--- src/rtl/acfp_pkg.sv ---
// ----------------------------------------------------------------------------
// acfp_pkg
// Shared types, constants and helpers of the command frame processor.
// ----------------------------------------------------------------------------
package acfp_pkg;

  localparam int unsigned HeaderLen = 48;
  localparam int unsigned LimitW    = 21;
  localparam logic [LimitW-1:0] LimitReset = 21'h100000;

  localparam logic [7:0] MagicBytes [4] = '{8'h5A, 8'h41, 8'h58, 8'h31};

  localparam logic [15:0] OpResult = 16'd1;
  localparam logic [15:0] OpSilent = 16'd2;

  typedef enum logic [1:0] {
    RespAck  = 2'd0,
    RespFail = 2'd1,
    RespOk   = 2'd2
  } resp_type_e;

  typedef enum logic [2:0] {
    FailNone    = 3'd0,
    FailMagic   = 3'd1,
    FailPayload = 3'd2,
    FailHeader  = 3'd3,
    FailOp      = 3'd4
  } fail_code_e;

  // one queue entry: an optional ack followed by an optional second response
  typedef struct packed {
    logic        ack;
    logic        sec;
    resp_type_e  sec_type;
    fail_code_e  sec_code;
    logic [63:0] req;
    logic [63:0] fut;
  } evt_t;

  function automatic evt_t make_finish(logic [63:0] req, logic [63:0] fut,
                                       logic [15:0] op);
    evt_t e;
    e.ack      = (req != 64'd0);
    e.sec      = (op != OpSilent);
    e.sec_type = (op == OpResult) ? RespOk : RespFail;
    e.sec_code = (op == OpResult) ? FailNone : FailOp;
    e.req      = req;
    e.fut      = (op == OpResult) ? fut : 64'd0;
    return e;
  endfunction

  function automatic evt_t make_fail(logic [63:0] req, fail_code_e code);
    evt_t e;
    e.ack      = 1'b0;
    e.sec      = 1'b1;
    e.sec_type = RespFail;
    e.sec_code = code;
    e.req      = req;
    e.fut      = 64'd0;
    return e;
  endfunction

endpackage

--- src/rtl/acfp_front.sv ---
// ----------------------------------------------------------------------------
// acfp_front
// Byte parser: gathers the header, checks it, skips payload and discarded
// bytes, and hands response events to the queue.
// ----------------------------------------------------------------------------
module acfp_front (
  input  logic                            clk_i,
  input  logic                            rst_ni,
  input  logic                            in_valid_i,
  output logic                            in_ready_o,
  input  logic [7:0]                      data_byte_i,
  input  logic                            write_end_i,
  input  logic                            cfg_valid_i,
  output logic                            cfg_ready_o,
  input  logic [acfp_pkg::LimitW-1:0]     cfg_data_i,
  input  logic                            evt_full_i,
  output logic                            evt_push_o,
  output acfp_pkg::evt_t                  evt_o
);

  logic [acfp_pkg::LimitW-1:0] limit_q;
  logic [5:0]  cnt_q, cnt_d;
  logic        magic_q, magic_d;
  logic        vk_q, vk_d;
  logic [15:0] op_q, op_d;
  logic [63:0] req_q, req_d;
  logic [63:0] fut_q, fut_d;
  logic [31:0] plen_q, plen_d;
  logic        pay_q, pay_d;
  logic        disc_q, disc_d;
  logic        accept;
  logic [5:0]  off_req, off_fut;
  logic        want;
  acfp_pkg::evt_t evt;
  logic        evt_vld;

  assign in_ready_o  = !evt_full_i;
  assign cfg_ready_o = 1'b1;
  assign accept      = in_valid_i && in_ready_o;
  assign off_req     = cnt_q - 6'd12;
  assign off_fut     = cnt_q - 6'd36;
  assign want        = (cnt_q == 6'd4) || (cnt_q == 6'd6);

  always_comb begin
    cnt_d   = cnt_q;
    magic_d = magic_q;
    vk_d    = vk_q;
    op_d    = op_q;
    req_d   = req_q;
    fut_d   = fut_q;
    plen_d  = plen_q;
    pay_d   = pay_q;
    disc_d  = disc_q;
    evt     = acfp_pkg::make_finish(req_q, fut_q, op_q);
    evt_vld = 1'b0;
    if (disc_q) begin
      if (write_end_i) disc_d = 1'b0;
    end else if (pay_q) begin
      plen_d = plen_q - 32'd1;
      if (plen_q == 32'd1) begin
        evt_vld = evt.ack || evt.sec;
        pay_d   = 1'b0;
        cnt_d   = '0;
        magic_d = 1'b1;
        vk_d    = 1'b1;
      end
    end else begin
      if (cnt_q < 6'd4) begin
        if (data_byte_i != acfp_pkg::MagicBytes[cnt_q[1:0]]) magic_d = 1'b0;
      end else if (cnt_q < 6'd8) begin
        if (data_byte_i != {7'd0, want}) vk_d = 1'b0;
      end else if (cnt_q < 6'd10) begin
        op_d[{cnt_q[0], 3'b000} +: 8] = data_byte_i;
      end else if (cnt_q >= 6'd12 && cnt_q < 6'd20) begin
        req_d[{off_req[2:0], 3'b000} +: 8] = data_byte_i;
      end else if (cnt_q >= 6'd36 && cnt_q < 6'd44) begin
        fut_d[{off_fut[2:0], 3'b000} +: 8] = data_byte_i;
      end else if (cnt_q >= 6'd44) begin
        plen_d[{cnt_q[1:0], 3'b000} +: 8] = data_byte_i;
      end
      cnt_d = cnt_q + 6'd1;
      if (cnt_d == 6'(acfp_pkg::HeaderLen)) begin
        if (!magic_d) begin
          evt     = acfp_pkg::make_fail(64'd0, acfp_pkg::FailMagic);
          evt_vld = 1'b1;
        end else if (plen_d > {11'd0, limit_q}) begin
          evt     = acfp_pkg::make_fail(req_d, acfp_pkg::FailPayload);
          evt_vld = 1'b1;
        end else if (!vk_d) begin
          evt     = acfp_pkg::make_fail(req_d, acfp_pkg::FailHeader);
          evt_vld = 1'b1;
        end else if (plen_d == 32'd0) begin
          evt     = acfp_pkg::make_finish(req_d, fut_d, op_d);
          evt_vld = evt.ack || evt.sec;
        end
        if (evt_vld || plen_d == 32'd0) begin
          cnt_d   = '0;
          magic_d = 1'b1;
          vk_d    = 1'b1;
          disc_d  = evt_vld && (evt.sec_code != acfp_pkg::FailNone) &&
                    (evt.sec_code != acfp_pkg::FailOp) && !write_end_i;
        end else begin
          pay_d = 1'b1;
        end
      end
    end
  end

  assign evt_push_o = accept && evt_vld;
  assign evt_o      = evt;

  always_ff @(posedge clk_i or negedge rst_ni) begin
    if (!rst_ni) begin
      limit_q <= acfp_pkg::LimitReset;
      cnt_q   <= '0;
      magic_q <= 1'b1;
      vk_q    <= 1'b1;
      pay_q   <= 1'b0;
      disc_q  <= 1'b0;
    end else begin
      if (cfg_valid_i) limit_q <= cfg_data_i;
      if (accept) begin
        cnt_q   <= cnt_d;
        magic_q <= magic_d;
        vk_q    <= vk_d;
        pay_q   <= pay_d;
        disc_q  <= disc_d;
      end
    end
  end

  always_ff @(posedge clk_i) begin
    if (accept) begin
      op_q   <= op_d;
      req_q  <= req_d;
      fut_q  <= fut_d;
      plen_q <= plen_d;
    end
  end

  a_pay_cnt: assert property (@(posedge clk_i) disable iff (!rst_ni)
    pay_q |-> cnt_q == 6'(acfp_pkg::HeaderLen))
    else $error("payload skip outside a complete header");

  a_disc_idle: assert property (@(posedge clk_i) disable iff (!rst_ni)
    disc_q |-> !pay_q && cnt_q == 6'd0)
    else $error("discarding with a frame in progress");

endmodule

--- src/rtl/acfp_queue.sv ---
// ----------------------------------------------------------------------------
// acfp_queue
// Short event queue between the parser and the response sequencer.
// ----------------------------------------------------------------------------
module acfp_queue #(
  parameter int unsigned Depth = 2
) (
  input  logic           clk_i,
  input  logic           rst_ni,
  input  logic           push_i,
  input  acfp_pkg::evt_t data_i,
  output logic           full_o,
  output logic           empty_o,
  input  logic           pop_i,
  output acfp_pkg::evt_t data_o
);

  localparam int unsigned AW = (Depth > 1) ? $clog2(Depth) : 1;
  localparam int unsigned CW = $clog2(Depth + 1);
  localparam logic [AW-1:0] LastIdx = AW'(Depth - 1);

  acfp_pkg::evt_t mem_q [Depth];
  logic [AW-1:0] wptr_q, rptr_q;
  logic [CW-1:0] cnt_q;

  assign full_o  = (cnt_q == CW'(Depth));
  assign empty_o = (cnt_q == '0);
  assign data_o  = mem_q[rptr_q];

  always_ff @(posedge clk_i or negedge rst_ni) begin
    if (!rst_ni) begin
      wptr_q <= '0;
      rptr_q <= '0;
      cnt_q  <= '0;
    end else begin
      if (push_i) wptr_q <= (wptr_q == LastIdx) ? '0 : wptr_q + AW'(1);
      if (pop_i)  rptr_q <= (rptr_q == LastIdx) ? '0 : rptr_q + AW'(1);
      if (push_i && !pop_i)      cnt_q <= cnt_q + CW'(1);
      else if (pop_i && !push_i) cnt_q <= cnt_q - CW'(1);
    end
  end

  always_ff @(posedge clk_i) begin
    if (push_i) mem_q[wptr_q] <= data_i;
  end

  a_no_overrun: assert property (@(posedge clk_i) disable iff (!rst_ni)
    (full_o |-> !push_i) and (empty_o |-> !pop_i))
    else $error("queue overrun or underrun");

endmodule

--- src/rtl/acfp_back.sv ---
// ----------------------------------------------------------------------------
// acfp_back
// Response sequencer: turns each queued event into one or two response beats.
// ----------------------------------------------------------------------------
module acfp_back (
  input  logic           clk_i,
  input  logic           rst_ni,
  input  logic           empty_i,
  output logic           pop_o,
  input  acfp_pkg::evt_t data_i,
  output logic           out_valid_o,
  input  logic           out_ready_i,
  output logic [1:0]     resp_type_o,
  output logic [63:0]    resp_req_id_o,
  output logic [63:0]    resp_future_id_o,
  output logic [2:0]     fail_code_o,
  output logic           last_resp_o
);

  acfp_pkg::evt_t ev_q;
  logic ev_vld_q;
  logic ack_q;
  logic take;
  logic done;

  assign take  = ev_vld_q && out_ready_i;
  assign done  = take && !(ack_q && ev_q.sec);
  assign pop_o = !empty_i && (!ev_vld_q || done);

  assign out_valid_o      = ev_vld_q;
  assign resp_type_o      = ack_q ? acfp_pkg::RespAck : ev_q.sec_type;
  assign resp_req_id_o    = ev_q.req;
  assign resp_future_id_o = ack_q ? 64'd0 : ev_q.fut;
  assign fail_code_o      = ack_q ? acfp_pkg::FailNone : ev_q.sec_code;
  assign last_resp_o      = !ack_q || !ev_q.sec;

  always_ff @(posedge clk_i or negedge rst_ni) begin
    if (!rst_ni) begin
      ev_vld_q <= 1'b0;
      ack_q    <= 1'b0;
    end else if (pop_o) begin
      ev_vld_q <= 1'b1;
      ack_q    <= data_i.ack;
    end else if (done) begin
      ev_vld_q <= 1'b0;
      ack_q    <= 1'b0;
    end else if (take) begin
      ack_q    <= 1'b0;
    end
  end

  always_ff @(posedge clk_i) begin
    if (pop_o) ev_q <= data_i;
  end

  a_ack_req: assert property (@(posedge clk_i) disable iff (!rst_ni)
    out_valid_o && ack_q |-> resp_req_id_o != 64'd0)
    else $error("ack beat without a request id");

endmodule

--- src/rtl/async_command_frame_processor.sv ---
// ----------------------------------------------------------------------------
// async_command_frame_processor
// Command frame parser with response descriptors for one command handle.
// ----------------------------------------------------------------------------
// Takes one command byte per cycle. A parser gathers and checks each 48-byte
// header and skips payload and discarded bytes; bytes that end a frame or
// fail a header push at most one event into a queue of QueueDepth entries,
// and a sequencer drains it at one response beat per cycle while the output
// is ready (an ack and a following ok result or fail go out as two beats).
// Input stalls only while the queue is full. No clearing pass after reset.
module async_command_frame_processor #(
  parameter int unsigned QueueDepth = 2
) (
  input  logic                        clk_i,
  input  logic                        rst_ni,
  input  logic                        in_valid_i,
  output logic                        in_ready_o,
  input  logic [7:0]                  data_byte_i,
  input  logic                        write_end_i,
  input  logic                        cfg_valid_i,
  output logic                        cfg_ready_o,
  input  logic [acfp_pkg::LimitW-1:0] cfg_data_i,
  output logic                        out_valid_o,
  input  logic                        out_ready_i,
  output logic [1:0]                  resp_type_o,
  output logic [63:0]                 resp_req_id_o,
  output logic [63:0]                 resp_future_id_o,
  output logic [2:0]                  fail_code_o,
  output logic                        last_resp_o
);

  acfp_pkg::evt_t push_evt, head_evt;
  logic push, pop, full, empty;

  acfp_front u_front (
    .clk_i       (clk_i),
    .rst_ni      (rst_ni),
    .in_valid_i  (in_valid_i),
    .in_ready_o  (in_ready_o),
    .data_byte_i (data_byte_i),
    .write_end_i (write_end_i),
    .cfg_valid_i (cfg_valid_i),
    .cfg_ready_o (cfg_ready_o),
    .cfg_data_i  (cfg_data_i),
    .evt_full_i  (full),
    .evt_push_o  (push),
    .evt_o       (push_evt)
  );

  acfp_queue #(.Depth(QueueDepth)) u_queue (
    .clk_i   (clk_i),
    .rst_ni  (rst_ni),
    .push_i  (push),
    .data_i  (push_evt),
    .full_o  (full),
    .empty_o (empty),
    .pop_i   (pop),
    .data_o  (head_evt)
  );

  acfp_back u_back (
    .clk_i            (clk_i),
    .rst_ni           (rst_ni),
    .empty_i          (empty),
    .pop_o            (pop),
    .data_i           (head_evt),
    .out_valid_o      (out_valid_o),
    .out_ready_i      (out_ready_i),
    .resp_type_o      (resp_type_o),
    .resp_req_id_o    (resp_req_id_o),
    .resp_future_id_o (resp_future_id_o),
    .fail_code_o      (fail_code_o),
    .last_resp_o      (last_resp_o)
  );

endmodule

--- config.mk ---
export PLATFORM = sky130hd
export DESIGN_NAME = async_command_frame_processor
export DESIGN_NICKNAME = d
export VERILOG_FILES = /design/src/rtl/acfp_pkg.sv /design/src/rtl/acfp_front.sv /design/src/rtl/acfp_queue.sv /design/src/rtl/acfp_back.sv /design/src/rtl/async_command_frame_processor.sv
export SDC_FILE = /design/constraint.sdc
export NUM_CORES = 1
export LEC_CHECK = 0
export BUFFER_PORTS_ARGS = -buffer_cell sky130_fd_sc_hd__buf_2
export CORE_ASPECT_RATIO = 1.2
export CORE_UTILIZATION = 61
export CTS_CLUSTER_SIZE = 16
export DETAILED_ROUTE_END_ITERATION = 10
export MAX_ROUTING_LAYER = met4
export PLACE_DENSITY = 0.8
export SLEW_MARGIN = 5
export SYNTH_ARGS = -nofsm -noshare
export SYNTH_HDL_FRONTEND = slang
export SYNTH_HIERARCHICAL = 1
export SYNTH_SLANG_ARGS = --single-unit
--- constraint.sdc ---
create_clock -name clk_i -period 13.85 [get_ports clk_i]
set_clock_uncertainty 0.15 [all_clocks]
set_input_delay 2.0775 -clock clk_i [delete_from_list [all_inputs] [get_ports clk_i]]
set_output_delay 2.0775 -clock clk_i [all_outputs]
set_load 0.01 [all_outputs]
== Word-level counts from Yosys, hierarchy flattened ==
Memory sizes are Yosys's and may differ from the RTL's.
Cells that the tools add are included.

* Add/subtract/negate cells: 12
* Multiply operators: 0
* Div/mod/pow operators: 0
* $lt $le $gt $ge: 10
* Eq/ne operators: 13
* Shift operators: 8
* Muxes and demuxes: 102
* Bitwise gates (word level): 3
* Reduce and logical (&&, ||, !) cells: 39

{| class="wikitable"
|+ Operator list
! operator !! number
|-
| $mux W135 || 10
|-
| $mux W64 || 14
|-
| $mux W32 || 9
|-
| $bwmux W64 || 2
|-
| $reduce_bool A64 Y1 || 2
|-
| $shift A8 B8 Y64 const A || 2
|-
| $shiftx A8 B8 Y64 || 2
|-
| $mux W16 || 5
|-
| $mux W1 || 45
|-
| $bwmux W32 || 1
|-
| $eq A16 B1 Y1 const B || 2
|-
| $eq A32 B1 Y1 const B || 1
|-
| $gt A32 B21 Y1 || 1
|-
| $logic_not A32 Y1 || 1
|-
| $ne A16 B2 Y1 const B || 2
|-
| $shift A8 B7 Y32 const A || 1
|-
| $shiftx A8 B7 Y32 || 1
|-
| $sub A32 B1 Y32 const B || 1
|-
| $mux W6 || 4
|-
| $bmux W8 S2 || 1
|-
| $bwmux W16 || 1
|-
| $mux W8 || 2
|-
| $neg A6 Y8 || 2
|-
| $shift A8 B6 Y16 const A || 1
|-
| other kinds (34) || 74
|}

* Register bits after elaboration: 347
* Latch bits: 0
* RAM bits: 270
* Bits in read-only memories: 0
* Input bits: 35
* Output and inout bits: 137
* Logic and storage cells: 208
* Memories kept: 1

{| class="wikitable"
|+ Memories
! name !! depth !! width !! read ports !! clocked after Yosys merged registers in !! wr ports !! RTL line !! RTL
|-
| u_queue.mem_q || 2 || 135 || 1 || 0 || 1 || acfp_queue.sv:22 || <nowiki>acfp_pkg::evt_t mem_q [Depth];</nowiki>
|}

== Logic depth before layout (Yosys ltp) ==
* Word-level depth: 27
* Mapped depth: 23
* Depth with buffers taken out: 19

== Hierarchy ==
The synthesis kept the hierarchy.

{| class="wikitable"
|+ Modules (own cells, without submodules)
! module !! instances !! cells each !! area an instance (um^2) !! seq. area each (um^2)
|-
| acfp_front || 1 || 1306 || 12963.7 || 6064.6
|-
| acfp_queue || 1 || 436 || 10077.2 || 8207.9
|-
| acfp_back || 1 || 287 || 5109.9 || 4073.9
|}

== Least setup slack after synthesis ==
No wires, ideal clock.

* Path type: input to register
* From: input in_valid_i
* To: memory u_queue/mem_q[0][0] in the netlist's numbering, enable pin
* Data arrival time: 11.981 ns
* Required time: 13.053 ns
* Slack: 1.072 ns
* Stages on the path: 6
* Buffers on the path: 0
* Path through: nand2_1 or3_1 inv_1 nand2b_1 o22ai_1 nor2b_1

* Word-level cells in the longest chain between the ends: 4

{| class="wikitable"
|+ RTL lines
! element !! RTL line !! RTL
|-
| start: declaration || async_command_frame_processor.sv:16 || <nowiki>input logic in_valid_i,</nowiki>
|-
| $logic_and A1 B1 Y1 || acfp_front.sv:39 || <nowiki>assign accept = in_valid_i && in_ready_o;</nowiki>
|-
| $logic_and A1 B1 Y1 || acfp_front.sv:109 || <nowiki>assign evt_push_o = accept && evt_vld;</nowiki>
|-
| named net push || async_command_frame_processor.sv:33 || <nowiki>logic push, pop, full, empty;</nowiki>
|-
| $mux W1 || acfp_queue.sv:44 || <nowiki>if (push_i) mem_q[wptr_q] <= data_i;</nowiki>
|-
| $mux W1 (not written as such) || acfp_queue.sv:44 ||
|-
| end: declaration || acfp_queue.sv:22 ||
|}

The timed path passes the listed nets, and every way through them passes these cells.

== Final worst setup path ==
* From: input data_byte_i[6]
* To: memory u_queue/mem_q[0][84] in the netlist's numbering, enable pin

* Word-level cells in the longest chain between the ends: 24

{| class="wikitable"
|+ RTL lines
! element !! RTL line !! RTL
|-
| start: declaration || async_command_frame_processor.sv:18 || <nowiki>input logic [7:0] data_byte_i,</nowiki>
|-
| branches (longest 14 deep; another with $gt A32 B21 Y1) || - ||
|-
| $mux W1 * || acfp_front.sv:83 || <nowiki>if (!magic_d) begin</nowiki>
|-
| $mux W1 * || acfp_front.sv:82 || <nowiki>if (cnt_d == 6'(acfp_pkg::HeaderLen)) begin</nowiki>
|-
| $mux W1 * || acfp_front.sv:58 || <nowiki>end else if (pay_q) begin</nowiki>
|-
| $mux W1 * || acfp_front.sv:56 || <nowiki>if (disc_q) begin</nowiki>
|-
| $mux W1 * || acfp_front.sv:82 ||
|-
| $mux W1 * || acfp_front.sv:58 ||
|-
| $mux W1 * || acfp_front.sv:56 ||
|-
| $logic_and A1 B1 Y1 * || acfp_front.sv:109 ||
|-
| named net push || async_command_frame_processor.sv:33 ||
|-
| $mux W1 * || acfp_queue.sv:44 ||
|-
| $mux W1 (not written as such) * || acfp_queue.sv:44 ||
|}

Mark *: on every way through the listed nets, which the timed path passes. The select of a mux whose other input is x is not followed.

==> results.cfg <==
[status]
status = completed

[die]
pin_count = 172
rows = 85
die-width_um = 198
dieArea_sq_um = 47000
die_h_um = 237
coreArea_sq_um = 45200
start_util_pct = 62.3

[critical_path]
crit_path_max_fanout = 73
path_buf_inv = 4
cp-end-kind = flip-flop
slowest_delay_ns = 0.82
slowest_stage = buf_4
cp_cell_sequence = buf_2, inv_1, o31ai_1, ha_1, nand2_1, nor4_1, a2111oi_0, a21o_1, nand3_1, a211oi_1, o22ai_1, nor2b_4, buf_4, buf_4
arrival_ns = 7.20
required_ns = 13.93
r2r_start = u_front/cnt_q[1]$_DFFE_PN0P_
cp_common_cell = buf_4
reg2reg_slack_ns = 6.95
worst_r2r_path_depth = 17
critPathKind = primary input to flip-flop
startpoint_type = primary input
rr_endpoint = u_queue/mem_q[0][84]$_DFFE_PP_
cp_top_family = buffers and inverters

[worst_hold_path]
whs_endpoint = u_front/vk_q$_DFFE_PN1P_
min_from = u_front/vk_q$_DFFE_PN1P_
hold_path_class = flip-flop to flip-flop
min_path_cells = 2

[routing]
first_pass_iters = 6
vias = 16593
wl_um = 61100
drtIter0Drc = 1714
ant_nets = 0
vias_per_cell = 6.03
post_drt_wl_per_cell_um = 22.2
drc = 0

[synthesis]
postSynthCellCount = 2029
syn-mean-instance-area_sq_um = 13.9
yosysMostFrequentCell = edfxtp_1
synth_edf_count = 580
yosys_register_bits = 617
yosys_warnings = 6
synth_seq_area_share_pct = 65.2
yosys-top-cells-area = edfxtp_1, mux2_2, dfrtp_1
synthFlopType = edfxtp_1
async_flop_share_pct = 6.00
synth_cell_type_count = 82
yosysTopAreaCell = edfxtp_1
syn_nets = 2097
ys_top_cells_by_count = edfxtp_1, mux2_2, nand2_1, and2_1, o21ai_0
synth_top_area_share_pct = 61.9
syn_area_sq_um = 28200

[finish]
nets = 2172
area_delta_synth_final_pct = 9.09
final_core_util_pct = 67.9
final_area_sq_um = 30700
drive_gt1_share_pct = 25.1

[clock_tree]
hold_buffers = 0
cts_setup_buffers = 0
clock_latency_ns = 0.61
ctsResizeCount = 0
clockBufferDepth = 3
root_buffer = clkbuf_16
htreeDepth = 2
cts_made_buffers = 56
cts_sinks = 617
cts_tree = yes
clk_pin_slew_ns = 0.07

[sta]
max_slew_margin_pct = 23.3
finalMaxSlewViolations = 0
final_hold_viol_count = 0
max_freq_mhz = 140
worst_pin_slew_ns = 1.14
timing.final.crit_share_pct = 51.4
rsz0062_at_grt = no
period_needed_ns = 7.12
holdWs_ns = 0.322
tns_ns = 0
setup_viol = 0

[flow_run]
drv_cap = 0

[global_routing]
antenna_found_initial = 0
grt_pass1_vias = 16279
grt_max_degree = 83
grt_util_all_layers_pct = 27.1
grt-ovfl-total = 0
grt_pass1_wl_um = 93900

[placed_design]
place_hpwl_um = 39800
dpl-instance-area_sq_um = 29000
io_buffers = 170
gp_congestion = 0.983

[pwr]
power_leakage_nw = 11.0
worst_ir_drop_vdd_mv = 0.171
powerDensity_nw_per_um2 = 185
## power by group
group / switching [mW] / total, mW / internal [mW]
registers: 0.210 / 2.74 / 2.53
logic: 0.848 / 1.45 / 0.606
clock network: 0.650 / 1.48 / 0.832
total: 1.71 / 5.68 / 3.97
## cell families (layout without fill, tap and decap cells)
| kind of cell | count (synthesis) | after routing | share of synthesized area [%] |
|---|---|---|---|
| flip-flops | 617 | 617 | 65.2 |
| XOR/XNOR | 38 | 38 | 1.18 |
| adder cells (fa/ha/maj) | 33 | 33 | 1.47 |
| buffers and inverters | 218 | 333 | 4.19 |
| AND/OR/NAND/NOR | 631 | 631 | 12.0 |
| multiplexers | 244 | 244 | 10.2 |
| AO/OA/AOI/OAI | 247 | 247 | 5.69 |
| other | 1 | 2 | 0.0133 |
## worst reg2reg max path, stage by stage, from the launching register on
cell      delay, ns
dfrtp_1        0.64
inv_1          0.23
ha_1           0.64
nor3b_2        0.60
nand2_1        0.11
mux2i_1        0.33
ha_1           0.22
a21o_1         0.10
a21oi_1        0.05
o21ai_0        0.27
a21oi_1        0.11
a21o_1         0.24
nand3_1        0.30
a211oi_1       0.10
o22ai_1        0.37
nor2b_4        0.40
buf_4          0.82
buf_4          0.78
## cell usage in the layout, fill, tap and decap left out, types with 7 or more instances in the layout
| master | count |
|---|---|
| nor3_1 | 24 |
| nand2_1 | 165 |
| edfxtp_1 | 580 |
| mux2i_1 | 13 |
| o31ai_1 | 7 |
| buf_4 | 20 |
| xnor2_1 | 26 |
| nor2_1 | 74 |
| buf_2 | 170 |
| clkinv_2 | 10 |
| inv_1 | 44 |
| xor2_1 | 11 |
| nor3b_1 | 7 |
| nand4_1 | 17 |
| a21oi_1 | 44 |
| mux2_4 | 40 |
| clkinv_1 | 9 |
| o21ai_0 | 98 |
| a21o_1 | 8 |
| and2_1 | 119 |
| nor2b_1 | 76 |
| ha_1 | 33 |
| nand3_1 | 53 |
| dfrtp_1 | 32 |
| or3_1 | 7 |
| a211oi_1 | 10 |
| clkbuf_16 | 57 |
| mux2_2 | 191 |
| a22o_1 | 24 |
| clkbuf_1 | 10 |
| nor4_1 | 29 |
## through the flow
stage	power (mW)	std cells	setup WS, ns
floorplan	3.86	2029	1.07
global placement	4.19	2655	6.19
detailed placement	4.23	2655	6.06
CTS	5.71	2753	6.68
global route	5.93	2753	6.31
finish	5.68	2754	6.73
## area by class of cell
cell class,count,area (sq um)
antenna,1,2.50
fill,3113,14500
tap,609,762
clock inverter,30,270
timing repair buffer,190,1000
sequential,617,18400
inverter,45,174
clock buffer,68,1480
multi-input combinational,1194,8670
## worst max-delay path by stage
stage	start	to	slack, ns	depth (start not counted)
after floorplan	in_valid_i	u_queue/mem_q[0][0]$_DFFE_PP_	1.07	6
after global placement	data_byte_i[6]	u_queue/mem_q[0][82]$_DFFE_PP_	6.19	14
after detailed placement	data_byte_i[6]	u_queue/mem_q[0][84]$_DFFE_PP_	6.06	14
after CTS	data_byte_i[6]	u_queue/mem_q[0][81]$_DFFE_PP_	6.68	14
after global routing	data_byte_i[6]	u_queue/mem_q[0][81]$_DFFE_PP_	6.31	14
final	data_byte_i[6]	u_queue/mem_q[0][84]$_DFFE_PP_	6.73	14
## state kept, by name, summed over array words and instances (netlist names)
register,cells
u_queue/mem_q,270
u_back/ev_q,70
u_back/resp_req_id_o,64
u_front/fut_q,64
u_front/req_q,64
u_front/plen_q,32
u_front/limit_q,21
u_front/op_q,16
u_front/cnt_q,6
u_queue/cnt_q,2
u_back/ack_q,1
u_back/out_valid_o,1
u_front/disc_q,1
u_front/magic_q,1
u_front/pay_q,1
u_front/vk_q,1
u_queue/rptr_q,1
u_queue/wptr_q,1
## per-layer routing
metal / vias to the layer above / global-route usage (%) / part of all wire (%)
li1: 7583 / - / -
met5: - / - / 0
met3: 142 / 3.41 / 5.9
met4: 0 / 9.02 / 3.1
met1: 8222 / 34.6 / 40
met2: 646 / 45.2 / 51
(Power assumes the default switching activity.)
